==> src/hdl/ilh_pkg.sv <==
package ilh_pkg;

  localparam int unsigned SlotCountDef    = 20;
  localparam int unsigned CaptureDepthDef = 8;

  localparam int unsigned TsW   = 64;
  localparam int unsigned CfgW  = 40;
  localparam int unsigned SlotW = 5;
  localparam int unsigned LatW  = 63;
  localparam int unsigned CntW  = 32;

  localparam int unsigned InTdataW  = 72;
  localparam int unsigned OutTdataW = 104;

  localparam int unsigned InKindBit   = 64;
  localparam int unsigned InSlotLsb   = 65;
  localparam int unsigned OutRecBit   = 0;
  localparam int unsigned OutSlotLsb  = 1;
  localparam int unsigned OutCapBit   = 6;
  localparam int unsigned OutLatLsb   = 7;
  localparam int unsigned OutOvfBit   = 70;
  localparam int unsigned OutCntLsb   = 71;

  localparam logic [CfgW-1:0] PeriodReset = 40'd10000000;
  localparam logic [CfgW-1:0] TraceReset  = 40'd50000000;

  typedef enum logic [1:0] {
    MODE_HRES  = 2'd0,
    MODE_TIMER = 2'd1,
    MODE_READ  = 2'd2,
    MODE_START = 2'd3
  } mode_e;

  typedef enum logic {
    REG_PERIOD = 1'b0,
    REG_TRACE  = 1'b1
  } reg_idx_e;

  typedef struct packed {
    logic load;
    logic delta;
    logic delta_soft;
    logic stamp;
    logic scan;
    logic soft_arm;
    logic capture;
    logic mem_rd;
    logic mem_wr;
    logic read_out;
    logic emit;
  } ilh_cmd_t;

  typedef struct packed {
    mode_e mode;
    logic  scan_ge;
    logic  scan_last;
    logic  pass;
    logic  count;
    logic  soft_path;
    logic  soft_delayed;
    logic  soft_ge;
    logic  out_free;
  } ilh_status_t;

endpackage

==> src/hdl/ilh_ctrl.sv <==
module ilh_ctrl
  import ilh_pkg::*;
(
  input  logic        clk_i,
  input  logic        rst_ni,
  input  logic        in_valid_i,
  output logic        in_ready_o,
  input  ilh_status_t status_i,
  output ilh_cmd_t    cmd_o
);

  typedef enum logic [8:0] {
    ST_IDLE  = 9'b000000001,
    ST_DELTA = 9'b000000010,
    ST_SCAN  = 9'b000000100,
    ST_EVAL  = 9'b000001000,
    ST_SOFT  = 9'b000010000,
    ST_SCHK  = 9'b000100000,
    ST_READ  = 9'b001000000,
    ST_WRITE = 9'b010000000,
    ST_DONE  = 9'b100000000
  } state_e;

  state_e state_q, state_d;

  assign in_ready_o = (state_q == ST_IDLE);

  always_comb begin
    state_d = state_q;
    cmd_o   = '0;
    case (state_q)
      ST_IDLE: begin
        if (in_valid_i) begin
          cmd_o.load = 1'b1;
          state_d    = ST_DELTA;
        end
      end
      ST_DELTA: begin
        cmd_o.delta      = 1'b1;
        cmd_o.delta_soft = (status_i.mode == MODE_TIMER);
        cmd_o.stamp      = 1'b1;
        case (status_i.mode)
          MODE_READ: begin
            cmd_o.mem_rd = 1'b1;
            state_d      = ST_READ;
          end
          MODE_START: state_d = ST_DONE;
          default:    state_d = ST_SCAN;
        endcase
      end
      ST_SCAN: begin
        cmd_o.scan = 1'b1;
        if (!status_i.scan_ge || status_i.scan_last) begin
          state_d = ST_EVAL;
        end
      end
      ST_EVAL: begin
        cmd_o.capture = 1'b1;
        if (status_i.pass) begin
          if (status_i.count) begin
            cmd_o.mem_rd = 1'b1;
            state_d      = ST_WRITE;
          end else begin
            state_d = ST_DONE;
          end
        end else if (status_i.mode == MODE_HRES && !status_i.soft_path &&
                     !status_i.soft_delayed) begin
          state_d = ST_SOFT;
        end else begin
          state_d = ST_DONE;
        end
      end
      ST_SOFT: begin
        cmd_o.delta      = 1'b1;
        cmd_o.delta_soft = 1'b1;
        state_d          = ST_SCHK;
      end
      ST_SCHK: begin
        if (status_i.soft_ge) begin
          cmd_o.soft_arm = 1'b1;
          state_d        = ST_SCAN;
        end else begin
          state_d = ST_DONE;
        end
      end
      ST_READ: begin
        cmd_o.read_out = 1'b1;
        state_d        = ST_DONE;
      end
      ST_WRITE: begin
        cmd_o.mem_wr = 1'b1;
        state_d      = ST_DONE;
      end
      ST_DONE: begin
        if (status_i.out_free) begin
          cmd_o.emit = 1'b1;
          state_d    = ST_IDLE;
        end
      end
      default: state_d = ST_IDLE;
    endcase
  end

  always_ff @(posedge clk_i or negedge rst_ni) begin
    if (!rst_ni) begin
      state_q <= ST_IDLE;
    end else begin
      state_q <= state_d;
    end
  end

endmodule

==> src/hdl/ilh_dp.sv <==
module ilh_dp
  import ilh_pkg::*;
#(
  parameter int unsigned NUM_SLOTS     = SlotCountDef,
  parameter int unsigned CAPTURE_DEPTH = CaptureDepthDef
) (
  input  logic                 clk_i,
  input  logic                 rst_ni,
  input  logic                 cfg_we_i,
  input  logic                 cfg_idx_i,
  input  logic [CfgW-1:0]      cfg_wdata_i,
  input  logic [InTdataW-1:0]  in_data_i,
  input  logic [1:0]           in_user_i,
  input  ilh_cmd_t             cmd_i,
  output ilh_status_t          status_o,
  output logic                 out_valid_o,
  input  logic                 out_ready_i,
  output logic [OutTdataW-1:0] out_data_o,
  output logic                 out_user_o
);

  localparam int unsigned Entries = 2 * NUM_SLOTS;
  localparam int unsigned AddrW   = $clog2(Entries);
  localparam int unsigned KW      = $clog2(NUM_SLOTS);
  localparam int unsigned CcW     = $clog2(CAPTURE_DEPTH + 1);

  logic [CfgW-1:0]  period_q, trace_q;
  logic [TsW-1:0]   hard_q, soft_q;
  logic             soft_delayed_q;

  mode_e            mode_q;
  logic [TsW-1:0]   now_q;
  logic             rkind_q;
  logic [SlotW-1:0] rslot_q;

  logic [TsW-1:0]   delta_q, sh_q;
  logic [KW-1:0]    k_q;
  logic [SlotW-1:0] slot_q;
  logic             pass_q, kind_q, count_q;

  logic [CcW-1:0]   cc_q [2];

  logic [CntW-1:0]  mem [Entries];
  logic [Entries-1:0] mem_vld_q;
  logic [CntW-1:0]  rd_q;
  logic             rd_vld_q;
  logic             rd_oob_q;
  logic [AddrW-1:0] addr_q;
  logic [AddrW-1:0] mem_addr;
  logic [CntW-1:0]  rd_eff;

  logic             res_rec_q, res_cap_q, res_kind_q, res_ovf_q;
  logic [SlotW-1:0] res_slot_q;
  logic [LatW-1:0]  res_lat_q;
  logic [CntW-1:0]  res_cnt_q;

  logic                 out_valid_q;
  logic [OutTdataW-1:0] out_data_q;
  logic                 out_user_q;

  logic [CfgW:0]    thr;
  logic [TsW-1:0]   delta_d;
  logic             read_oob;

  assign thr      = {1'b0, trace_q} + {1'b0, period_q};
  assign delta_d  = now_q - (cmd_i.delta_soft ? soft_q : hard_q);
  assign read_oob = ({1'b0, rslot_q} >= (SlotW + 1)'(NUM_SLOTS));
  assign rd_eff   = rd_vld_q ? rd_q : '0;

  always_comb begin
    if (mode_q == MODE_READ) begin
      mem_addr = (rkind_q ? AddrW'(NUM_SLOTS) : '0) + AddrW'(rslot_q);
    end else begin
      mem_addr = (kind_q ? AddrW'(NUM_SLOTS) : '0) + AddrW'(slot_q);
    end
  end

  assign status_o.mode         = mode_q;
  assign status_o.scan_ge      = (sh_q >= {{(TsW - CfgW){1'b0}}, period_q});
  assign status_o.scan_last    = (k_q == KW'(NUM_SLOTS - 1));
  assign status_o.pass         = pass_q;
  assign status_o.count        = count_q;
  assign status_o.soft_path    = kind_q;
  assign status_o.soft_delayed = soft_delayed_q;
  assign status_o.soft_ge      = (delta_q >= {{(TsW - CfgW - 1){1'b0}}, thr});
  assign status_o.out_free     = !out_valid_q || out_ready_i;

  always_ff @(posedge clk_i or negedge rst_ni) begin
    if (!rst_ni) begin
      period_q       <= PeriodReset;
      trace_q        <= TraceReset;
      hard_q         <= '0;
      soft_q         <= '0;
      soft_delayed_q <= 1'b0;
      cc_q[0]        <= '0;
      cc_q[1]        <= '0;
      mem_vld_q      <= '0;
      out_valid_q    <= 1'b0;
    end else begin
      if (cfg_we_i) begin
        case (cfg_idx_i)
          REG_PERIOD: period_q <= cfg_wdata_i;
          REG_TRACE:  trace_q  <= cfg_wdata_i;
          default:    period_q <= period_q;
        endcase
      end
      if (cmd_i.stamp) begin
        case (mode_q)
          MODE_HRES: hard_q <= now_q;
          MODE_TIMER: begin
            soft_q         <= now_q;
            soft_delayed_q <= 1'b0;
          end
          MODE_START: begin
            hard_q <= now_q;
            soft_q <= now_q;
          end
          default: hard_q <= hard_q;
        endcase
      end
      if (cmd_i.soft_arm) begin
        soft_delayed_q <= 1'b1;
      end
      if (cmd_i.capture && pass_q && (delta_q > {{(TsW - CfgW){1'b0}}, trace_q}) &&
          (cc_q[kind_q] < CcW'(CAPTURE_DEPTH))) begin
        cc_q[kind_q] <= cc_q[kind_q] + 1'b1;
      end
      if (cmd_i.mem_wr) begin
        mem_vld_q[addr_q] <= 1'b1;
      end
      if (cmd_i.emit) begin
        out_valid_q <= 1'b1;
      end else if (out_ready_i) begin
        out_valid_q <= 1'b0;
      end
    end
  end

  always_ff @(posedge clk_i) begin
    if (cmd_i.load) begin
      mode_q     <= mode_e'(in_user_i);
      now_q      <= in_data_i[TsW-1:0];
      rkind_q    <= in_data_i[InKindBit];
      rslot_q    <= in_data_i[InSlotLsb +: SlotW];
      res_rec_q  <= 1'b0;
      res_slot_q <= '0;
      res_cap_q  <= 1'b0;
      res_kind_q <= 1'b0;
      res_lat_q  <= '0;
      res_ovf_q  <= 1'b0;
      res_cnt_q  <= '0;
    end
    if (cmd_i.delta) begin
      delta_q <= delta_d;
      sh_q    <= delta_d >> 1;
      k_q     <= '0;
      slot_q  <= '0;
      pass_q  <= 1'b0;
      kind_q  <= cmd_i.delta_soft;
      count_q <= !(cmd_i.delta_soft && mode_q == MODE_HRES);
    end
    if (cmd_i.scan) begin
      if (status_o.scan_ge) begin
        slot_q <= SlotW'(k_q);
        if (k_q == '0) begin
          pass_q <= 1'b1;
        end
      end
      sh_q <= sh_q >> 1;
      k_q  <= k_q + 1'b1;
    end
    if (cmd_i.capture && pass_q) begin
      res_slot_q <= slot_q;
      res_rec_q  <= count_q;
      if (delta_q > {{(TsW - CfgW){1'b0}}, trace_q}) begin
        res_kind_q <= kind_q;
        if (cc_q[kind_q] < CcW'(CAPTURE_DEPTH)) begin
          res_cap_q <= 1'b1;
          res_lat_q <= delta_q[LatW-1:0];
        end else begin
          res_ovf_q <= 1'b1;
        end
      end
    end
    if (cmd_i.mem_rd) begin
      rd_q     <= mem[mem_addr];
      rd_vld_q <= mem_vld_q[mem_addr];
      rd_oob_q <= read_oob;
      addr_q   <= mem_addr;
    end
    if (cmd_i.mem_wr) begin
      mem[addr_q] <= rd_eff + 1'b1;
    end
    if (cmd_i.read_out) begin
      res_cnt_q <= rd_oob_q ? '0 : rd_eff;
    end
    if (cmd_i.emit) begin
      out_data_q <= {1'b0, res_cnt_q, res_ovf_q, res_lat_q, res_cap_q, res_slot_q, res_rec_q};
      out_user_q <= res_kind_q;
    end
  end

  assign out_valid_o = out_valid_q;
  assign out_data_o  = out_data_q;
  assign out_user_o  = out_user_q;

endmodule

==> src/hdl/irq_latency_log2_histogram.sv <==
// Sequential block: one item is worked on at a time and the next is taken once its result
// sits in the output register. A start item passes the delta and done states, a slot read
// delta, read and done, and a tick delta, a one-slot-per-cycle scan of the shifted delta
// against the period, eval, optional write and done, scanning twice over on the soft path.
// Reset is asynchronous and active low; it clears stamps, the soft flag, capture counts and
// the valid bit of each histogram counter at once, so no clearing pass is needed.
module irq_latency_log2_histogram
  import ilh_pkg::*;
#(
  parameter int unsigned NUM_SLOTS     = SlotCountDef,
  parameter int unsigned CAPTURE_DEPTH = CaptureDepthDef
) (
  input  logic                 clk_i,
  input  logic                 rst_ni,
  input  logic                 cfg_we_i,
  input  logic                 cfg_idx_i,
  input  logic [CfgW-1:0]      cfg_wdata_i,
  input  logic                 s_axis_tvalid,
  output logic                 s_axis_tready,
  // timestamp_ns, read_kind, read_slot, zero padding
  input  logic [InTdataW-1:0]  s_axis_tdata,
  // mode
  input  logic [1:0]           s_axis_tuser,
  output logic                 m_axis_tvalid,
  input  logic                 m_axis_tready,
  // recorded, slot, capture, capture_latency_ns, capture_overflow, read_count, zero padding
  output logic [OutTdataW-1:0] m_axis_tdata,
  // capture_kind
  output logic                 m_axis_tuser
);

  ilh_cmd_t    cmd;
  ilh_status_t status;

  ilh_ctrl u_ctrl (
    .clk_i      (clk_i),
    .rst_ni     (rst_ni),
    .in_valid_i (s_axis_tvalid),
    .in_ready_o (s_axis_tready),
    .status_i   (status),
    .cmd_o      (cmd)
  );

  ilh_dp #(
    .NUM_SLOTS     (NUM_SLOTS),
    .CAPTURE_DEPTH (CAPTURE_DEPTH)
  ) u_dp (
    .clk_i       (clk_i),
    .rst_ni      (rst_ni),
    .cfg_we_i    (cfg_we_i),
    .cfg_idx_i   (cfg_idx_i),
    .cfg_wdata_i (cfg_wdata_i),
    .in_data_i   (s_axis_tdata),
    .in_user_i   (s_axis_tuser),
    .cmd_i       (cmd),
    .status_o    (status),
    .out_valid_o (m_axis_tvalid),
    .out_ready_i (m_axis_tready),
    .out_data_o  (m_axis_tdata),
    .out_user_o  (m_axis_tuser)
  );

endmodule

==> config.mk <==
export PLATFORM = sky130hd
export DESIGN_NAME = irq_latency_log2_histogram
export DESIGN_NICKNAME = d
export VERILOG_FILES = /design/src/hdl/ilh_pkg.sv /design/src/hdl/ilh_ctrl.sv /design/src/hdl/ilh_dp.sv /design/src/hdl/irq_latency_log2_histogram.sv
export SDC_FILE = /design/constraint.sdc
export NUM_CORES = 2
export LEC_CHECK = 0
export ABC_AREA = 0
export BUFFER_PORTS_ARGS = -buffer_cell sky130_fd_sc_hd__buf_4
export CORE_AREA = 2 2 540 327
export DETAILED_ROUTE_END_ITERATION = 10
export DIE_AREA = 0 0 542 329
export PLACE_DENSITY_LB_ADDON = 0.05
export SLEW_MARGIN = 20
export SYNTH_ARGS = -nofsm -noshare
export SYNTH_HDL_FRONTEND = slang
export SYNTH_SLANG_ARGS = --single-unit
==> constraint.sdc <==
create_clock -name clk_i -period 6.3 [get_ports clk_i]
set_clock_uncertainty 0.05 [all_clocks]
set_input_delay 0.315 -clock clk_i [delete_from_list [all_inputs] [get_ports clk_i]]
set_output_delay 0.315 -clock clk_i [all_outputs]
set_load 0.1 [all_outputs]
**After elaboration in Yosys (flattened, before gate mapping)**

Memory sizes are Yosys's and may differ from the RTL's. A register that Yosys moved wholly into a read port is not among the register bits.
Index checks and enable logic that the tools add are counted.

- Bits in registers: 695
- Memory bits (writable): 1,280
- Memories kept: 1

- Add/sub/neg operators: 7
- Order comparisons: 10
- Eq/ne operators: 16
- Multiplexer cells: 80
- Bitwise operators: 3
- Reductions and logical operators: 32

Memory list:

| name | depth | width | read ports | clocked after Yosys merged registers in | write ports | RTL line | text |
|---|---|---|---|---|---|---|---|
| u_dp.mem | 40 | 32 | 1 | 1 | 1 | ilh_dp.sv:43 | `logic [CntW-1:0] mem [Entries];` |

Operator list:

| operator | count |
|---|---|
| $mux 63 | 5 |
| $mux 32 | 4 |
| $pmux 9 s8 | 1 |
| $ge 64x41->1 | 1 |
| $gt 64x40->1 | 1 |
| $mux 64 | 1 |
| $sub 64x64->64 | 1 |
| $ge 63x40->1 | 1 |
| $mux 9 | 7 |
| $mux 62 | 1 |
| $mux 5 | 9 |
| $add 40x40->41 | 1 |
| $mux 1 | 40 |
| $or 40x40->40 | 1 |
| $add 32x1->32 const B | 1 |
| $pmux 9 s2 | 1 |
| $mux 4 | 4 |
| $lt 6x7->1 const B | 2 |
| $add 6x5->6 | 2 |
| $reduce_bool 2->1 | 6 |
| $reduce_and 2->1 | 5 |
| $eq 9x1->1 const B | 1 |
| $eq 9x2->1 const B | 1 |
| $eq 9x3->1 const B | 1 |
| other kinds (34) | 50 |

**Depth between registers and ports, before layout**

- Depth after elaboration: 8
- Depth in mapped cells: 25
- Depth with buffers taken out: 25

**Cells and area by module**

Synthesis repeated with hierarchy kept, for this count alone.

- Cells, all modules: 6,892
- Area total of the unflattened synthesis: 86,326.5 um2

Modules (own cells, without submodules):

| module | times used | cells an instance | area an instance (um2) | seq. area each (um2) |
|---|---|---|---|---|
| ilh_dp | 1 | 6,813 | 85,657.2 | 58,010.6 |
| ilh_ctrl | 1 | 79 | 669.4 | 226.5 |

**Worst setup path after synthesis**

No wires, ideal clock.

- Path type: register to register
- Start: reg u_ctrl.state_q[3]
- End: reg u_dp.out_data_q[0] (netlist: u_dp.out_data_o[0]), enable pin
- Setup time: 601 ps
- Arrival: 6,161 ps
- Required time: 5,649 ps
- Setup slack: -512 ps
- Stages on the path, launching flop included: 6
- Buffers on the path: 0
- Clock period less this slack: 6,812 ps
- Cell sequence: dfrtp_1 -> nor2_1 -> nand2_1 -> nor4_1 -> nand3b_1 -> a21oi_1

RTL lines:

| element | RTL line | text |
|---|---|---|
| start, declared | ilh_ctrl.sv:24 | `state_e state_q, state_d;` |
| start signal, assigned | ilh_ctrl.sv:108 | `state_q <= state_d;` |
| end signal, assigned | ilh_dp.sv:198 | `out_data_q <= {1'b0, res_cnt_q, res_ovf_q, res_lat_q, res_cap_q, res_slot_q, res_rec_q};` |
| end, declared | ilh_dp.sv:58 | `logic [OutTdataW-1:0] out_data_q;` |

**Worst setup path in the final report**

- Start: reg u_ctrl.state_q[8]
- End: reg u_dp.sh_q[59] (data pin)

- Cells in the longest elaborated chain, start to end: 6

RTL lines:

| element | RTL line | text |
|---|---|---|
| $eq 9x5->1 / $eq 9x2->1 (equally long branches) | ilh_ctrl.sv:31 | `case (state_q)` |
| $pmux 2 s2 (*) | ilh_ctrl.sv:31 |  |
| $mux 64 (*) | ilh_dp.sv:66 | `assign delta_d = now_q - (cmd_i.delta_soft ? soft_q : hard_q);` |
| $sub 64x64->64 (*) | ilh_dp.sv:66 |  |
| named net u_dp.delta_d[60] | ilh_dp.sv:62 | `logic [TsW-1:0] delta_d;` |
| $mux 63 (*) | ilh_dp.sv:153 | `if (cmd_i.delta) begin` |
| $mux 62 (*) | ilh_dp.sv:162 | `if (cmd_i.scan) begin` |
| end signal, assigned | ilh_dp.sv:155 | `sh_q <= delta_d >> 1;` |
| end signal, assigned | ilh_dp.sv:169 | `sh_q <= sh_q >> 1;` |
| end, declared | ilh_dp.sv:36 | `logic [TsW-1:0] delta_q, sh_q;` |

The timed path passes the listed nets; every way through them passes the cells marked *. The select of a mux whose other input is x is not followed.
A chain may end at the register's enable or synchronous reset.

==> impl_metrics.tcl <==
set metrics [dict create \
    status "complete, but fails checks" \
    violations "hold timing" \
    route.detailed.drc 0 \
    synth_warnings 0 \
    endpoint_kind "register" \
    maxCapViolations 0 \
    ys_seq_area_share_pct 67.53 \
    cts_buffers 193 \
    root_buffer "clkbuf_16" \
    crit_slowest_cell "o31ai_2" \
    grt_pass1_vias 53680 \
    dp_hpwl_um 170000 \
    htreeDepth 4 \
    yosys.area.top_type "edfxtp_1" \
    port_buffers 223 \
    slew_violations 0 \
    power.density_nw_per_um2 468.5 \
    avgSynthCellArea_um2 12.29 \
    synth_area_leaders "edfxtp_1 58%, nand2_1 7.7%, dfrtp_1 7.1%, nand3_1 4.8%, ha_1 3.5%" \
    arrival_ns 6.35 \
    drive_above_1_share_pct 13.92 \
    gp_congestion 0.9358 \
    p_total_mw 46.38 \
    cp-start-kind "register" \
    drt_iter0_drc 7961 \
    dp.cells 9357 \
    dp_slack_ns 0.6440 \
    initial_utilization_pct 49.59 \
    p_leak_nw 37.70 \
    ff2ff_setup_slack_ns 0.50 \
    fin_ws_ns 0.5007 \
    synth_fp_nets 7377 \
    die_h_um 329 \
    syn_area_um2 86240 \
    critPathMaxFanout 5 \
    fin_util_pct 56.93 \
    vdd_drop_max_v 0.0003844 \
    n_fill_cell 14310 \
    crit_path_max_incr_delay_ns 0.54 \
    viasPerCell 5.970 \
    dieArea_um2 178300 \
    detail_route.first_pass.iterations 6 \
    grt-ovfl-total 0 \
    min_path_type "in -> async" \
    required_ns 6.85 \
    hold_viol 4 \
    io_pins 227 \
    rows 119 \
    grt_usage_pct 29.45 \
    cts.sinks 2007 \
    post_cts_buffers 0 \
    wl_per_cell_um 27.05 \
    fp.dieW_um 542 \
    r2r-end "u_dp.sh_q[59]$_DFFE_PP_" \
    ys.flop_type "edfxtp_1" \
    cts_tree "done" \
    routed_wl_um 265600 \
    synth.distinct_cells 81 \
    worst_slew_pin_slew_ns 1.291 \
    max_freq_mhz 172.4 \
    stdcell_area_um2 99010 \
    netlist_instances 7016 \
    maxSlewHeadroom_pct 13.51 \
    layout_commonest_cell "nand2_1" \
    clkTransAtPathRegs_ns 0.07 \
    ant_nets 0 \
    area_delta_synth_final_pct 14.81 \
    clk_latency_ns 0.86 \
    rr_worst_depth 20 \
    worstSetupPathType "reg -> reg" \
    reg2reg_from "u_ctrl.state_q[8]$_DFFE_PN0P_" \
    nets 7730 \
    synth_seq_cells 2007 \
    ys_async_sr_fraction_pct 13.30 \
    dpl-instance-area_um2 91820 \
    rsz0062_at_grt "false" \
    hold_ws_ns -0.009780 \
    fin_crit_ns 5.799 \
    fin_crit_sh_pct 92.05 \
    worstPathCellList "nor4_1 -> buf_4 -> nor2b_1 -> nand2_1 -> nor3b_2 -> a21oi_4 -> mux2_2 -> ha_1 -> fa_1 -> nor2b_1 -> o31a_1 -> o21ai_1 -> a21oi_2 -> o221ai_4 -> o31ai_4 -> a31oi_4 -> o31ai_2 -> a31oi_1 -> xnor2_1 -> mux2_2" \
    setup_viol 0 \
    layout_common_cells "1,762 x nand2_1, 1,668 x edfxtp_1, 827 x nand3_1" \
    cts-resized-gates 0 \
    finalSetupTns_ns 0 \
    grt_pass1_wl_um 382100 \
    fin_cells 9821 \
    synth_edf_count 1668 \
    core_area_um2 173900 \
    vias 58630 \
    grt_max_degree 105 \
    synth_top_area_share_pct 58.08 \
    antenna_found_initial 12 \
    clk_path_buf_depth 4 \
]
repair_timing:
| action | 4_1_cts | 5_1_grt |
|---|---|---|
| endpoints found under the hold margin | 229 | 0 |
| endpoints found under the setup margin | 0 | 0 |
| hold buffers | 116 | 0 |
cells by family (layout without fill, tap and decap cells):
kind of cell	Yosys count	after routing	share of synthesized area, %
other	1	7	0.004349
buffers and inverters	516	1016	2.301
adder cells (fa/ha/maj)	241	241	3.514
XOR/XNOR	130	130	1.320
multiplexers	260	260	3.288
AO/OA/AOI/OAI	764	764	6.203
AND/OR/NAND/NOR	3097	3097	15.84
flip-flops	2007	2007	67.53
sequential cells by signal, summed over array words and instances (netlist names), 32 cells and up:
| register | cells |
|---|---|
| u_dp.mem | 1280 |
| u_dp.out_data_o | 103 |
| u_dp.delta_q | 64 |
| u_dp.hard_q | 64 |
| u_dp.now_q | 64 |
| u_dp.soft_q | 64 |
| u_dp.res_lat_q | 63 |
| u_dp.sh_q | 63 |
| u_dp.mem_vld_q | 40 |
| u_dp.period_q | 40 |
| u_dp.trace_q | 40 |
| u_dp.rd_q | 32 |
| u_dp.res_cnt_q | 32 |
metal layers:
layer,part of all wire (%),track usage [%]
met3,12,8.273
met2,38,36.37
met4,1.3,4.966
met5,0,0
met1,49,50.25
final cells by class:
type / count / area, um^2 / share of cell area, %
Sequential cell: 2007 / 58240 / 58.82
Multi-Input combinational cell: 4493 / 26560 / 26.83
Clock buffer: 247 / 5114 / 5.165
Timing Repair Buffer: 549 / 4830 / 4.878
Tap cell: 2299 / 2877 / 2.905
Clock inverter: 95 / 889.6 / 0.8985
Inverter: 125 / 488.0 / 0.4928
Antenna cell: 6 / 15.01 / 0.01516
worst max-delay path by stage:
| stage | cells after the start | endpoint | slack, ns | start |
|---|---|---|---|---|
| after floorplan | 7 | u_dp.res_rec_q$_SDFFCE_PN0P_ | 0.97 | u_ctrl.state_q[3]$_DFFE_PN0P_ |
| after global placement | 20 | u_dp.sh_q[59]$_DFFE_PP_ | 0.66 | u_ctrl.state_q[8]$_DFFE_PN0P_ |
| after global routing | 20 | u_dp.sh_q[59]$_DFFE_PP_ | 0.27 | u_ctrl.state_q[8]$_DFFE_PN0P_ |
| after CTS | 20 | u_dp.sh_q[59]$_DFFE_PP_ | 0.65 | u_ctrl.state_q[8]$_DFFE_PN0P_ |
| after detailed placement | 20 | u_dp.sh_q[59]$_DFFE_PP_ | 0.64 | u_ctrl.state_q[8]$_DFFE_PN0P_ |
| final | 20 | u_dp.sh_q[59]$_DFFE_PP_ | 0.50 | u_ctrl.state_q[8]$_DFFE_PN0P_ |
worst max-delay path: cells and delay by family, from the launching register on:
kind	cells	cell delay, ns
adder cells (fa/ha/maj)	2	0.63
multiplexers	2	0.57
AND/OR/NAND/NOR	5	1.26
XOR/XNOR	1	0.19
AO/OA/AOI/OAI	9	2.27
buffers and inverters	1	0.19
flip-flops	1	0.41
synthesized netlist by cell type, types with 89 or more instances:
library cell,n
clkbuf_1,314
and3_1,89
nand3_1,829
inv_1,123
nor2_1,125
ha_1,239
a311oi_1,167
edfxtp_1,1668
o21ai_0,118
a21o_1,95
a21oi_1,134
mux2_2,186
dfrtp_1,246
nand2_1,1765
power breakdown:
group	total [mW]	internal, mW	leakage [nW]	switching (mW)
registers	16.8	16.0	19.1	0.822
logic	18.2	5.78	15.6	12.4
clock network	11.4	6.38	2.93	5.05
No activity file was read; power rests on OpenSTA's default activity.
